File: src/rtl/cwq_pkg.sv
// ----------------------------------------------------------------------------
// cwq_pkg: shared types and constants of the condition wait queue
// Opcodes, result status codes, control state encodings, cell operations
// and the fixed port widths.
// ----------------------------------------------------------------------------
package cwq_pkg;

    // Default sizes of the queue.
    localparam int QUEUE_DEPTH_DEF = 16;
    localparam int ID_BITS_DEF     = 8;

    // Fixed widths of the port fields.
    localparam int OPCODE_W = 2;
    localparam int EXT_ID_W = 8;
    localparam int STATUS_W = 2;
    localparam int LEFT_W   = 5;

    // Request opcodes.
    typedef enum logic [OPCODE_W-1:0] {
        OP_WAIT   = 2'd0,
        OP_SIGNAL = 2'd1,
        OP_BCAST  = 2'd2,
        OP_CANCEL = 2'd3
    } opcode_t;

    // Result status codes.
    typedef enum logic [STATUS_W-1:0] {
        STAT_OK      = 2'd0,
        STAT_TIMEOUT = 2'd1,
        STAT_FULL    = 2'd2
    } status_t;

    // Control states.
    typedef enum logic [1:0] {
        ST_IDLE,
        ST_BCAST,
        ST_CANCEL
    } state_t;

    // Operation applied to every cell of the chain together.
    typedef enum logic [1:0] {
        CELL_HOLD,
        CELL_APPEND,
        CELL_SHIFT,
        CELL_ROTATE
    } cell_op_t;

endpackage

File: src/rtl/condition_wait_queue.sv
// ----------------------------------------------------------------------------
// condition_wait_queue: FIFO waiter queue of a condition variable
// Wait, signal, broadcast and timeout cancel on a row of waiter cells.
// ----------------------------------------------------------------------------
// A wait, a signal, and any operation on an empty queue give one result word
// in the cycle after the request word is taken. A broadcast of n queued
// waiters gives n result words, one per cycle unless the result channel
// stalls, as the chain shifts its oldest waiter out at the head. A cancel on
// a queue of n waiters rotates the chain once through all n occupied cells,
// one cell per cycle, dropping the oldest matching id as it passes the head;
// its result word follows once the rotation is done. One request word is
// worked on at a time: a new request word is taken only when the previous
// result word has been taken or is taken in the same cycle, and every stall
// on the result channel holds back the results.
module condition_wait_queue #(
    parameter int QUEUE_DEPTH = cwq_pkg::QUEUE_DEPTH_DEF,
    parameter int ID_BITS     = cwq_pkg::ID_BITS_DEF
) (
    input  logic                          clk,
    input  logic                          rst_n,
    // Request channel.
    input  logic                          req_valid,
    output logic                          req_stall,
    input  logic [cwq_pkg::OPCODE_W-1:0]  opcode,
    input  logic [cwq_pkg::EXT_ID_W-1:0]  waiter_id,
    // Result channel.
    output logic                          rsp_valid,
    input  logic                          rsp_stall,
    output logic                          grant_valid,
    output logic [cwq_pkg::EXT_ID_W-1:0]  granted_id,
    output logic [cwq_pkg::STATUS_W-1:0]  status,
    output logic                          last,
    output logic [cwq_pkg::LEFT_W-1:0]    waiters_left
);

    localparam int CW = $clog2(QUEUE_DEPTH + 1);
    localparam int IW = $clog2(QUEUE_DEPTH);
    localparam int EW = cwq_pkg::EXT_ID_W;
    localparam int LW = cwq_pkg::LEFT_W;
    localparam logic [CW-1:0] FULL_COUNT = CW'(QUEUE_DEPTH);
    localparam logic [CW-1:0] ONE        = CW'(1);

    // Control state.
    cwq_pkg::state_t state_reg, state_next;
    logic [CW-1:0]      count_reg, count_next;
    logic [CW-1:0]      rem_reg, rem_next;
    logic               found_reg, found_next;
    logic [ID_BITS-1:0] id_reg, id_next;

    // Output register.
    logic                        out_valid_reg;
    logic                        gv_reg;
    logic [EW-1:0]               gid_reg;
    cwq_pkg::status_t            st_reg;
    logic                        last_reg;
    logic [LW-1:0]               left_reg;

    // Values loaded into the output register.
    logic                        ld;
    logic                        ld_gv;
    logic [EW-1:0]               ld_gid;
    cwq_pkg::status_t            ld_st;
    logic                        ld_last;
    logic [CW-1:0]               ld_left;

    // Chain control.
    cwq_pkg::cell_op_t  cell_op;
    logic [IW-1:0]      cell_sel;
    logic [ID_BITS-1:0] req_id;
    logic [ID_BITS-1:0] head_id;
    logic [ID_BITS-1:0] slot_q [QUEUE_DEPTH];

    logic out_free;
    logic req_take;
    logic drop;

    assign req_id   = ID_BITS'(waiter_id);
    assign head_id  = slot_q[0];
    assign out_free = !out_valid_reg || !rsp_stall;
    assign req_stall = !((state_reg == cwq_pkg::ST_IDLE) && out_free);
    assign req_take = req_valid && !req_stall;
    assign drop     = !found_reg && (head_id == id_reg);

    // Row of waiter cells; cell 0 holds the oldest waiter.
    for (genvar i = 0; i < QUEUE_DEPTH; i++)
    begin : g_cell
        logic [ID_BITS-1:0] right_id;

        if (i == QUEUE_DEPTH - 1)
        begin : g_end
            assign right_id = '0;
        end
        else
        begin : g_mid
            assign right_id = slot_q[i+1];
        end

        cwq_cell #(
            .IDX     (i),
            .SEL_W   (IW),
            .ID_BITS (ID_BITS)
        ) u_cell (
            .clk      (clk),
            .op       (cell_op),
            .sel      (cell_sel),
            .new_id   (req_id),
            .head_id  (head_id),
            .right_id (right_id),
            .slot_id  (slot_q[i])
        );
    end

    // Sequencer: next state, chain operation and result word.
    always_comb
    begin
        state_next = state_reg;
        count_next = count_reg;
        rem_next   = rem_reg;
        found_next = found_reg;
        id_next    = id_reg;
        cell_op    = cwq_pkg::CELL_HOLD;
        cell_sel   = '0;
        ld         = 1'b0;
        ld_gv      = 1'b0;
        ld_gid     = '0;
        ld_st      = cwq_pkg::STAT_OK;
        ld_last    = 1'b1;
        ld_left    = count_reg;

        case (state_reg)
            cwq_pkg::ST_IDLE:
            begin
                if (req_take)
                begin
                    case (cwq_pkg::opcode_t'(opcode))
                        cwq_pkg::OP_WAIT:
                        begin
                            ld = 1'b1;
                            if (count_reg == FULL_COUNT)
                            begin
                                ld_st = cwq_pkg::STAT_FULL;
                            end
                            else
                            begin
                                cell_op    = cwq_pkg::CELL_APPEND;
                                cell_sel   = IW'(count_reg);
                                count_next = count_reg + ONE;
                                ld_left    = count_reg + ONE;
                            end
                        end
                        cwq_pkg::OP_SIGNAL:
                        begin
                            ld = 1'b1;
                            if (count_reg != '0)
                            begin
                                ld_gv      = 1'b1;
                                ld_gid     = EW'(head_id);
                                cell_op    = cwq_pkg::CELL_SHIFT;
                                count_next = count_reg - ONE;
                                ld_left    = count_reg - ONE;
                            end
                        end
                        cwq_pkg::OP_BCAST:
                        begin
                            if (count_reg == '0)
                            begin
                                ld = 1'b1;
                            end
                            else
                            begin
                                count_next = '0;
                                rem_next   = count_reg;
                                state_next = cwq_pkg::ST_BCAST;
                            end
                        end
                        cwq_pkg::OP_CANCEL:
                        begin
                            if (count_reg == '0)
                            begin
                                ld = 1'b1;
                            end
                            else
                            begin
                                id_next    = req_id;
                                rem_next   = count_reg;
                                found_next = 1'b0;
                                state_next = cwq_pkg::ST_CANCEL;
                            end
                        end
                        default:
                        begin
                            ld = 1'b0;
                        end
                    endcase
                end
            end
            cwq_pkg::ST_BCAST:
            begin
                // Shift one waiter out of the head per result word.
                if (out_free)
                begin
                    ld       = 1'b1;
                    ld_gv    = 1'b1;
                    ld_gid   = EW'(head_id);
                    ld_last  = (rem_reg == ONE);
                    ld_left  = '0;
                    cell_op  = cwq_pkg::CELL_SHIFT;
                    rem_next = rem_reg - ONE;
                    if (rem_reg == ONE)
                    begin
                        state_next = cwq_pkg::ST_IDLE;
                    end
                end
            end
            cwq_pkg::ST_CANCEL:
            begin
                if (rem_reg != '0)
                begin
                    // Move the head to the tail, or drop it on the first match.
                    rem_next = rem_reg - ONE;
                    if (drop)
                    begin
                        cell_op    = cwq_pkg::CELL_SHIFT;
                        count_next = count_reg - ONE;
                        found_next = 1'b1;
                    end
                    else
                    begin
                        cell_op  = cwq_pkg::CELL_ROTATE;
                        cell_sel = IW'(count_reg - ONE);
                    end
                end
                else if (out_free)
                begin
                    ld         = 1'b1;
                    ld_st      = found_reg ? cwq_pkg::STAT_TIMEOUT : cwq_pkg::STAT_OK;
                    state_next = cwq_pkg::ST_IDLE;
                end
            end
            default:
            begin
                state_next = cwq_pkg::ST_IDLE;
            end
        endcase
    end

    // Control state registers.
    always_ff @(posedge clk or negedge rst_n)
    begin
        if (!rst_n)
        begin
            state_reg <= cwq_pkg::ST_IDLE;
            count_reg <= '0;
            rem_reg   <= '0;
            found_reg <= 1'b0;
        end
        else
        begin
            state_reg <= state_next;
            count_reg <= count_next;
            rem_reg   <= rem_next;
            found_reg <= found_next;
        end
    end

    // Cancel id register; payload only.
    always_ff @(posedge clk)
    begin
        id_reg <= id_next;
    end

    // Output valid flag.
    always_ff @(posedge clk or negedge rst_n)
    begin
        if (!rst_n)
        begin
            out_valid_reg <= 1'b0;
        end
        else if (ld)
        begin
            out_valid_reg <= 1'b1;
        end
        else if (!rsp_stall)
        begin
            out_valid_reg <= 1'b0;
        end
    end

    // Output payload register.
    always_ff @(posedge clk)
    begin
        if (ld)
        begin
            gv_reg   <= ld_gv;
            gid_reg  <= ld_gid;
            st_reg   <= ld_st;
            last_reg <= ld_last;
            left_reg <= LW'(ld_left);
        end
    end

    assign rsp_valid    = out_valid_reg;
    assign grant_valid  = gv_reg;
    assign granted_id   = gid_reg;
    assign status       = st_reg;
    assign last         = last_reg;
    assign waiters_left = left_reg;

`ifndef SYNTHESIS
    // The waiter count never passes the number of cells.
    a_count_range: assert property (@(posedge clk) disable iff (!rst_n)
        count_reg <= FULL_COUNT)
        else $error("waiter count exceeds queue depth");

    // During a broadcast the queue is already recorded as empty.
    a_bcast_empty: assert property (@(posedge clk) disable iff (!rst_n)
        (state_reg == cwq_pkg::ST_BCAST) |-> (count_reg == '0))
        else $error("queue not empty during broadcast");

    // The rotations left in a cancel never exceed the queued waiters.
    a_cancel_rem: assert property (@(posedge clk) disable iff (!rst_n)
        (state_reg == cwq_pkg::ST_CANCEL) |-> (rem_reg <= count_reg))
        else $error("cancel rotation count out of step with queue");

    // A grant always carries the ok status.
    a_grant_ok: assert property (@(posedge clk) disable iff (!rst_n)
        (rsp_valid && grant_valid) |-> (status == cwq_pkg::STAT_OK))
        else $error("grant with non-ok status");
`endif

endmodule

File: src/rtl/cwq_cell.sv
// ----------------------------------------------------------------------------
// cwq_cell: one slot of the waiter chain
// Holds one waiter id. Takes a new id when it is the selected slot of an
// append, the id of its right neighbor on a shift, and on a rotation the
// head id when it is the selected tail slot, else its right neighbor's id.
// ----------------------------------------------------------------------------
module cwq_cell #(
    parameter int IDX     = 0,
    parameter int SEL_W   = 4,
    parameter int ID_BITS = cwq_pkg::ID_BITS_DEF
) (
    input  logic                 clk,
    input  cwq_pkg::cell_op_t    op,
    input  logic [SEL_W-1:0]     sel,
    input  logic [ID_BITS-1:0]   new_id,
    input  logic [ID_BITS-1:0]   head_id,
    input  logic [ID_BITS-1:0]   right_id,
    output logic [ID_BITS-1:0]   slot_id
);

    localparam logic [SEL_W-1:0] MY_IDX = SEL_W'(IDX);

    logic [ID_BITS-1:0] slot_reg;
    logic [ID_BITS-1:0] slot_next;
    logic               hit;

    assign hit = (sel == MY_IDX);

    // Next slot value for the operation of this cycle.
    always_comb
    begin
        slot_next = slot_reg;
        case (op)
            cwq_pkg::CELL_APPEND:
            begin
                if (hit)
                begin
                    slot_next = new_id;
                end
            end
            cwq_pkg::CELL_SHIFT:
            begin
                slot_next = right_id;
            end
            cwq_pkg::CELL_ROTATE:
            begin
                slot_next = hit ? head_id : right_id;
            end
            default:
            begin
                slot_next = slot_reg;
            end
        endcase
    end

    // Slot storage; payload only, no reset.
    always_ff @(posedge clk)
    begin
        slot_reg <= slot_next;
    end

    assign slot_id = slot_reg;

endmodule

File: config.mk
export PLATFORM = sky130hd
export DESIGN_NAME = condition_wait_queue
export DESIGN_NICKNAME = d
export VERILOG_FILES = /design/src/rtl/cwq_pkg.sv /design/src/rtl/condition_wait_queue.sv /design/src/rtl/cwq_cell.sv
export SDC_FILE = /design/constraint.sdc
export NUM_CORES = 1
export LEC_CHECK = 0
export BUFFER_PORTS_ARGS = -buffer_cell sky130_fd_sc_hd__buf_2
export CAP_MARGIN = 20
export CORE_MARGIN = 3
export CORE_UTILIZATION = 50
export CTS_CLUSTER_SIZE = 40
export DETAILED_ROUTE_END_ITERATION = 8
export PLACE_DENSITY = 0.75
export SLEW_MARGIN = 10
export SYNTH_ARGS = -nofsm -noshare
export SYNTH_HDL_FRONTEND = slang
export SYNTH_SLANG_ARGS = --single-unit
File: constraint.sdc
create_clock -name clk -period 4.9 [get_ports clk]
set_clock_uncertainty 0.2 [all_clocks]
set_input_delay 0.49 -clock clk [delete_from_list [all_inputs] [get_ports clk]]
set_output_delay 0.49 -clock clk [all_outputs]
set_load 0.005 [all_outputs]
==> results of run 1 <==
[kinds of logic after synthesis]
family	synth area share (%)
fa+ha+maj	2.11
buf+inv	4.37
flops	55.7
simple gates	12.1
compound gates	20.5
mux	4.30
xor+xnor	0.986
[routing by layer]
metal  global-route usage, %  up-vias  part of all wire, %
met5                       0        -                    0
li1                        -     3017                    -
met1                    34.1     3392                   39
met3                    6.60       98                   12
met4                    11.5        0                  4.3
met2                    38.3      564                   45
[final cells by class]
class | instances | area share [%]
Tap cell | 225 | 2.87
Timing Repair Buffer | 62 | 4.03
Clock inverter | 12 | 1.44
Inverter | 16 | 0.612
Clock buffer | 19 | 4.41
Sequential cell | 167 | 50.4
Multi-Input combinational cell | 513 | 36.3
[power breakdown]
group	total [W]	internal [W]	switching, W
Combinational	0.00301	0.00101	0.00200
Clock	0.00133	0.000756	0.000575
Sequential	0.00300	0.00266	0.000349
Total	0.00735	0.00443	0.00292
[through the flow]
step                      cells  total power (W)  setup WS (ns)  util, %  area (um^2)
final                      1014          0.00735          0.398     56.6         9820
after global routing       1014          0.00770          0.240     56.6         9820
after CTS                  1012          0.00725          0.588     56.5         9810
after detailed placement    980          0.00589          0.650     53.2         9230
after global placement      980          0.00578          0.802     53.2         9230
after floorplan             768          0.00493          0.973        -         8880
[how the worst min path moves through the flow]
stage                      start      endpoint  depth (start not counted)
finish              waiter_id[3]     id_reg[3]                          1
global route        waiter_id[3]     id_reg[3]                          1
CTS                 waiter_id[3]     id_reg[3]                          1
detailed placement         rst_n  state_reg[0]                          1
global placement           rst_n    rem_reg[1]                          1
floorplan                  rst_n  count_reg[0]                          0
[cells in the mapped netlist (3+ instances only)]
library cell,n
a21oi_2,5
ha_1,15
and3_1,16
buf_1,7
a21o_1,4
buf_2,24
a311oi_1,14
inv_1,16
o31ai_1,9
nor2b_1,4
a221o_1,53
a31oi_1,18
a221oi_1,3
xor2_1,6
a41o_1,4
dfrtp_1,14
a211o_1,3
edfxtp_1,153
xnor2_1,4
nand3_1,16
o22a_1,3
mux2i_1,37
a32o_1,3
nor3_1,22
or3_1,6
nand2_1,67
buf_4,3
and2_1,21
nor3_2,3
clkbuf_1,35
o21ai_0,40
a21oi_1,57
nor2_1,31
or2_2,3
[worst max-delay path, delay by kind of cell (launching register included)]
family / cells / cell delay, ns
simple gates: 4 / 1.73
compound gates: 3 / 0.89
flops: 1 / 0.54
buf+inv: 2 / 0.52
fa+ha+maj: 1 / 0.40
==> results.cfg, run 1 <==
[routing]
viasPerCell = 6.97
wl_um = 25000
drc_errors = 0
ant_nets = 0
drt_iter0_markers = 981
dr.pass1.iters = 7
drt-wirelength-per-cell_um = 24.6
vias = 7071

[critical_path]
required_ns = 4.95
endpoint = g_cell[10].u_cell.slot_id[5]
start_kind = flop
rr_startpoint = count_reg[0]
r2r_cells = 10
crit_arrival_ns = 4.55
critPathMaxFanout = 35
reg2reg_slack_ns = 0.40
cp_cell_sequence = inv_1 > ha_1 > nor4b_4 > nor2_1 > a221oi_1 > or2_2 > buf_12 > and2_1 > a31oi_1 > o21ai_0
worstSetupPathType = flop to flop
max_stage_delay_ns = 0.65
cp_slowest_cell = a221oi_1
crit_path_start = count_reg[0]
endpoint_kind = flop
timing.rr.end = g_cell[10].u_cell.slot_id[5]

[finish]
nFillCells = 1397
drive_gt1_share_pct = 14.7
multi_input_area_um2 = 3560
mostFrequentLayoutCells = edfxtp_1 (153), nand2_1 (67), a21oi_1 (57)
final_nets = 806
final_common_cell = edfxtp_1
largest_register_ffs = 128
seq_area_um2 = 4940
syn2layout_area_growth_pct = 10.5
num_antenna_cells = 0

[synthesis]
synth-edff-count = 153
syn_inst = 768
netlist_top_cells_area = edfxtp_1 (52%), a221o_1 (6.0%), mux2i_1 (4.2%)
syn_area_per_cell_um2 = 11.6
ys_seq_area_share_pct = 55.7
synth_top_area_cell = edfxtp_1
synthFlopType = edfxtp_1
postSynth.asyncResetShare_pct = 8.38
synth.distinct_cells = 74
synth_area_um2 = 8880
ys_seq_elements = 167
synth_top_area_share_pct = 51.7
synth_nets = 797
yosysWarnings = 0

[floorplanning]
io_pins = 33
placementRows = 48
start_util_pct = 51.2
dieWidth_um = 139
dieArea_um2 = 19400
core-area_um2 = 17400
fp.dieH_um = 139

[timing]
finalCritPeriodShare_pct = 91.9
slew_headroom_pct = 23.9
final.setup.tns_ns = 0
hold_slack_ns = 0.0805
fmax_ghz = 0.222
hold_viol_final = 0
setup_viol = 0
tightest_slew_ns = 1.13
fin_crit_ns = 4.50
slew_viol_final = 0
rsz0062_at_grt = false

[run_status]
status = finished clean

[placed_design]
dp.final_hpwl_um = 17100
place_congestion = 0.994
numPortBuffers = 32

[clock_network]
path_clk_slew_ns = 0.07
cts_tree = built
post_cts.repair.setup_buffers = 0
postCtsResizedCells = 0
clk_latency_ns = 0.43
cts.root.buffer_cell = clkbuf_16
h-tree-depth = 4
cts_made_buffers = 17
cts_sinks = 167
ctsHoldBuffers = 1
clock_path_buffers = 2

[global_routing]
grt_start_max_net_pins = 46
grt_pass1_vias = 6642
overflow = 0
antenna_found_initial = 0
grt_pass1_wl_um = 38100
grt_use_total_pct = 25.2

[power]
leakagePower_nw = 3.66
pwr_density_cell_nw_per_um2 = 748
peakVddDrop_mv = 0.373

[worst_hold_path]
hp-class = input port to flop

[flow_run]
timing.max_cap.violations = 0
No activity file was read; power rests on OpenSTA's default activity.
==> run 2: changes to the inputs <==
Settings changed: PLACE_DENSITY 0.75 to 0.74, SYNTH_HIERARCHICAL set to 1.
==> results.cfg, run 2 <==
[finish]
num_antenna_cells = 0
largest_register_ffs = 128
syn2layout_area_growth_pct = 7.62
seq_area_um2 = 4940
multi_input_area_um2 = 4530
nFillCells = 1716
mostFrequentLayoutCells = edfxtp_1 (153), nor2_1 (137), nand3_1 (136)
final_common_cell = edfxtp_1
drive_gt1_share_pct = 13.4
final_nets = 1064

[power]
power.internal_w = 0.00488
combPwrFrac_pct = 47.0
switching_share_pct = 42.1
p_clk_share_pct = 16.2
pwr_density_cell_nw_per_um2 = 779
switchingPower_w = 0.00355
peakVddDrop_mv = 0.782
leakagePower_nw = 3.61
seqPwrFrac_pct = 36.7

[synthesis]
ys_seq_area_share_pct = 49.1
ys_top_cells_by_count = edfxtp_1 (153), nor2_1 (138), nand3_1 (136)
synthFlopType = edfxtp_1
syn_inst = 1027
syn_area_per_cell_um2 = 9.80
yosysWarnings = 6
synth.distinct_cells = 70
synth_top_area_cell = edfxtp_1
synth_top_family_by_area = compound AO/OA/AOI/OAI gates
synth_fa_ha_area_share_pct = 1.86
synth_top_area_share_pct = 45.6
postSynth.asyncResetShare_pct = 8.38
ys_seq_elements = 167
synth.most_common_cell = edfxtp_1
synth_compound_area_share_pct = 20.8
synthSimpleGateAreaFrac_pct = 20.1
synth-xor-area-share_pct = 1.04
netlist_top_cells_area = edfxtp_1 (46%), a31oi_1 (8.3%), nand3_1 (6.8%)
synth_area_um2 = 10100
synth-edff-count = 153
synth_mux_area_share_pct = 0.671

[flow_run]
timing.max_cap.violations = 0

[timing]
final.setup.tns_ns = 0
slew_viol_final = 0
hold_viol_final = 0
rsz0062_at_grt = false
fmax_ghz = 0.245
tightest_slew_ns = 1.06
fin_crit_ns = 4.08
slew_headroom_pct = 29.2
setup_viol = 0
finalCritPeriodShare_pct = 83.2
hold_slack_ns = 0.140

[routing]
dr.pass1.iters = 6
viasPerCell = 6.18
vias = 8112
drt_iter0_markers = 826
drc_errors = 0
ant_nets = 0
wl_um = 24500
drt-wirelength-per-cell_um = 18.6

[placed_design]
numPortBuffers = 32
dp.final_hpwl_um = 15200
place_congestion = 0.911

[clock_network]
clock_path_buffers = 2
clk_latency_ns = 0.43
cts_sinks = 167
post_cts.repair.setup_buffers = 0
path_clk_slew_ns = 0.07
h-tree-depth = 4
cts_made_buffers = 17
cts.root.buffer_cell = clkbuf_16
cts_tree = built

[critical_path]
crit_arrival_ns = 3.99
start_kind = flop
cp_cell_sequence = inv_1 > ha_1 > a21boi_0 > o31ai_1 > o21ai_0 > a21o_1 > nand2_1 > o21ai_1 > a31oi_1
critPathMaxFanout = 32
cp_slowest_cell = a21o_1
max_stage_delay_ns = 0.82
worstSetupPathType = flop to flop
endpoint_kind = flop
required_ns = 4.82

[global_routing]
grt_pass1_vias = 7477
overflow = 0
grt_start_max_net_pins = 273
antenna_found_initial = 0
grt_pass1_wl_um = 39200
grt_use_total_pct = 22.4

[floorplanning]
io_pins = 33
fp.dieH_um = 148
start_util_pct = 51.4
dieWidth_um = 148
core-area_um2 = 19600
placementRows = 51
dieArea_um2 = 21900

[run_status]
status = finished clean

[worst_hold_path]
hp-class = input port to flop
-- run 2: cell count changes in the layout (fill, tap and decap cells not counted), moves of 23 or more --
cell     before  now
a221o_1      53    0
o21ai_1       0   70
nand3_1      16  136
o21ai_0      40   63
a21oi_1      57    7
nand2_1      67   36
a31oi_1      18  133
nor2_1       30  137
mux2i_1      37    0
-- run 2: cell type report --
cell class,instances,area share (%)
sequential,167,45.7
clock buffer,17,3.93
clock inverter,15,1.62
multi-input combinational,779,41.8
timing repair buffer,59,3.52
inverter,11,0.381
tap,265,3.06
-- run 2: logic make-up after synthesis --
kind of cell / after synthesis
DFF: 167
and+or+nand+nor: 401
other: 1
AOI/OAI and AO/OA: 337
xor gates and xnor gates: 12
muxes: 6
adders and majority gates: 15
buffers and inverters: 88
-- run 2: worst paths after layout --
path                                   start  cells past startpoint  slack (ns)                     endpoint
max in group asynchronous              rst_n                      2        3.94                 count_reg[0]
worst max-delay path            state_reg[0]                      9        0.82  g_cell[4].u_cell/slot_id[2]
worst min register to register    rem_reg[4]                      2        0.30                   rem_reg[4]
worst min-delay path               rsp_stall                      2        0.14                    rsp_valid
worst max register to register  state_reg[0]                      9        0.82  g_cell[4].u_cell/slot_id[2]
min in group asynchronous              rst_n                      2        0.30                    rsp_valid
-- run 2: metal layers --
metal / vias to the layer above / share of wire [%] / track usage [%]
li1: 3917 / - / -
met1: 3752 / 42 / 29.9
met2: 377 / 47 / 36.1
met3: 66 / 8.6 / 4.51
met4: 0 / 3.3 / 9.28
met5: - / 0 / 0
-- run 2: repair_timing --
| item | 4_1_cts | 5_1_grt |
|---|---|---|
| endpoints found under the hold margin | 14 | 0 |
| resized for setup | 0 | 0 |
| hold buffers | 1 | 0 |
-- run 2: per-stage QoR --
stage          total power (W)  utilization, %  cell area [um^2]  cells  setup WS (ns)
2_1_floorplan          0.00613               -             10100   1034          0.573
3_3_place_gp           0.00690            52.1             10200   1279          0.911
3_5_place_dp           0.00700            52.1             10200   1279          0.800
4_1_cts                0.00838            55.2             10800   1312          0.787
5_1_grt                0.00900            55.3             10800   1313          0.453
6_report               0.00844            55.3             10800   1313          0.824
-- run 2: critical path, delay by kind of cell, from the launching register on --
kind,cells,cell delay (ns)
buffers and inverters,1,0.12
AO/OA/AOI/OAI,6,2.08
adder cells (fa/ha/maj),1,0.49
flip-flops,1,0.43
AND/OR/NAND/NOR,1,0.44
-- run 2: power groups by stage --
stage               sequential (W)  clock [W]  combinational (W)
floorplan                  0.00308          0            0.00305
global placement           0.00311          0            0.00379
detailed placement         0.00312          0            0.00388
CTS                        0.00310    0.00138            0.00390
global route               0.00317    0.00145            0.00439
finish                     0.00310    0.00137            0.00397
==> run 3: changes to the inputs <==
Clock period 4.9 ns to 3.8 ns, I/O delays scaled along.
==> results.cfg, run 3 (synthesis gave the netlist of run 2 again) <==
[timing]
rsz0062_at_grt = false
finalCritPeriodShare_pct = 93.9
fmax_ghz = 0.280
tightest_slew_ns = 0.949
hold_viol_final = 0
slew_headroom_pct = 36.2
final.setup.tns_ns = 0
hold_slack_ns = 0.0426
fin_crit_ns = 3.57
setup_viol = 0
slew_viol_final = 0

[critical_path]
crit_arrival_ns = 3.53
rr_startpoint = count_reg[1]
worstSetupPathType = flop to flop
reg2reg_slack_ns = 0.23
required_ns = 3.77
start_kind = flop
timing.rr.end = g_cell[11].u_cell/slot_id[7]
endpoint_kind = flop
critPathMaxFanout = 44
r2r_cells = 10

[floorplanning]
fp.dieH_um = 148
placementRows = 51
core-area_um2 = 19600
io_pins = 33
dieWidth_um = 148
dieArea_um2 = 21900
start_util_pct = 51.4

[power]
p_clk_share_pct = 14.6
peakVddDrop_mv = 0.526
seqPwrFrac_pct = 35.7
power.internal_w = 0.00633
pwr_density_cell_nw_per_um2 = 1010
leakagePower_nw = 3.66
switchingPower_w = 0.00471
switching_share_pct = 42.6
combPwrFrac_pct = 49.7

[clock_network]
cts_tree = built
h-tree-depth = 4
path_clk_slew_ns = 0.07
cts_made_buffers = 17
postCtsResizedCells = 0
cts_sinks = 167
cts.root.buffer_cell = clkbuf_16
clk_latency_ns = 0.43
clock_path_buffers = 2

[worst_hold_path]
min_to = rsp_valid
worstHoldStart = rsp_stall
whs_path_depth = 2
hp-class = input port to flop

[global_routing]
grt_start_max_net_pins = 67
grt_pass1_vias = 7654
overflow = 0
antenna_found_initial = 0
grt_use_total_pct = 23.6
grt_pass1_wl_um = 41000

[finish]
drive_gt1_share_pct = 14.0
syn2layout_area_growth_pct = 8.88
mostFrequentLayoutCells = edfxtp_1 (153), nor2_1 (137), nand3_1 (136)
final_nets = 1076
num_antenna_cells = 0
largest_register_ffs = 128
nFillCells = 1657
final_common_cell = edfxtp_1

[placed_design]
dp.final_hpwl_um = 15500
place_congestion = 0.866
numPortBuffers = 32

[routing]
viasPerCell = 6.33
wl_um = 26000
vias = 8385
drc_errors = 0
dr.pass1.iters = 5
drt_iter0_markers = 1010
ant_nets = 0
drt-wirelength-per-cell_um = 19.6

[flow_run]
timing.max_cap.violations = 0

[run_status]
status = finished clean
run 3: changes by cell type in the layout (fill, tap and decap cells not counted), sizes merged:
| cell | previous run | this run |
|---|---|---|
| clkinv | 5 | 4 |
| clkbuf | 17 | 21 |
| inv | 15 | 13 |
| buf | 58 | 70 |
| clkinvlp | 3 | 4 |
| bufinv | 3 | 1 |
run 3: through the flow:
| stage | setup WS [ns] | util [%] | cells | instance area (um^2) | total power (W) |
|---|---|---|---|---|---|
| 2_1_floorplan | 0.0388 | - | 1034 | 10100 | 0.00791 |
| 3_3_place_gp | 0.331 | 53.1 | 1292 | 10400 | 0.00922 |
| 3_5_place_dp | 0.318 | 53.1 | 1292 | 10400 | 0.00932 |
| 4_1_cts | 0.292 | 55.9 | 1325 | 11000 | 0.0110 |
| 5_1_grt | 0.0388 | 55.9 | 1325 | 11000 | 0.0117 |
| 6_report | 0.234 | 55.9 | 1325 | 11000 | 0.0110 |
run 3: area by class of cell:
| cell class | count | area (um^2) | area share (%) |
|---|---|---|---|
| Clock buffer | 21 | 440 | 4.02 |
| Timing Repair Buffer | 71 | 568 | 5.18 |
| Sequential cell | 167 | 4940 | 45.1 |
| Tap cell | 265 | 332 | 3.03 |
| Clock inverter | 11 | 100 | 0.913 |
| Multi-Input combinational cell | 779 | 4530 | 41.4 |
| Inverter | 11 | 41.3 | 0.377 |
run 3: power by group through the flow:
| stage | Clock (W) | Sequential, W | Combinational (W) |
|---|---|---|---|
| global route | 0.00171 | 0.00403 | 0.00598 |
| CTS | 0.00162 | 0.00395 | 0.00538 |
| detailed placement | 0 | 0.00397 | 0.00535 |
| floorplan | 0 | 0.00398 | 0.00393 |
| finish | 0.00161 | 0.00394 | 0.00548 |
| global placement | 0 | 0.00396 | 0.00526 |
run 3: metal layers:
layer / vias to the layer above / wire length [um] / share of wire (%) / track usage [%]
met4: 0 / 822 / 3.2 / 9.84
li1: 3948 / - / - / -
met2: 469 / 11900 / 46 / 36.9
met3: 70 / 2620 / 10 / 4.81
met1: 3898 / 10700 / 41 / 32.4
met5: - / 0 / 0 / 0
run 3: timing repair:
action / CTS / global route
endpoints found under the hold margin: 14 / 0
hold buffers: 1 / 0
endpoints found under the setup margin: 0 / 0
setup buffers: 0 / 0
run 3: worst max-delay path by stage:
stage	start	to	slack (ns)	depth (start not counted)
detailed placement	count_reg[1]	g_cell[11].u_cell/slot_id[7]	0.32	10
global placement	count_reg[1]	g_cell[12].u_cell/slot_id[5]	0.33	8
finish	count_reg[1]	g_cell[11].u_cell/slot_id[7]	0.23	10
global route	g_cell[0].u_cell/slot_id[7]	g_cell[10].u_cell/slot_id[1]	0.04	8
CTS	count_reg[1]	g_cell[12].u_cell/slot_id[4]	0.29	8
floorplan	count_reg[0]	g_cell[10].u_cell/slot_id[0]	0.04	11
run 3: critical path, stage by stage, from the launching register on:
cell and delay (ns):
dfrtp_1 0.51, inv_1 0.15, ha_1 0.33, or4b_2 0.82, a32oi_4 0.29, nor2b_1 0.25, nor2_4 0.17, buf_12 0.22
buf_4 0.18, nor2_1 0.09, a31oi_1 0.07
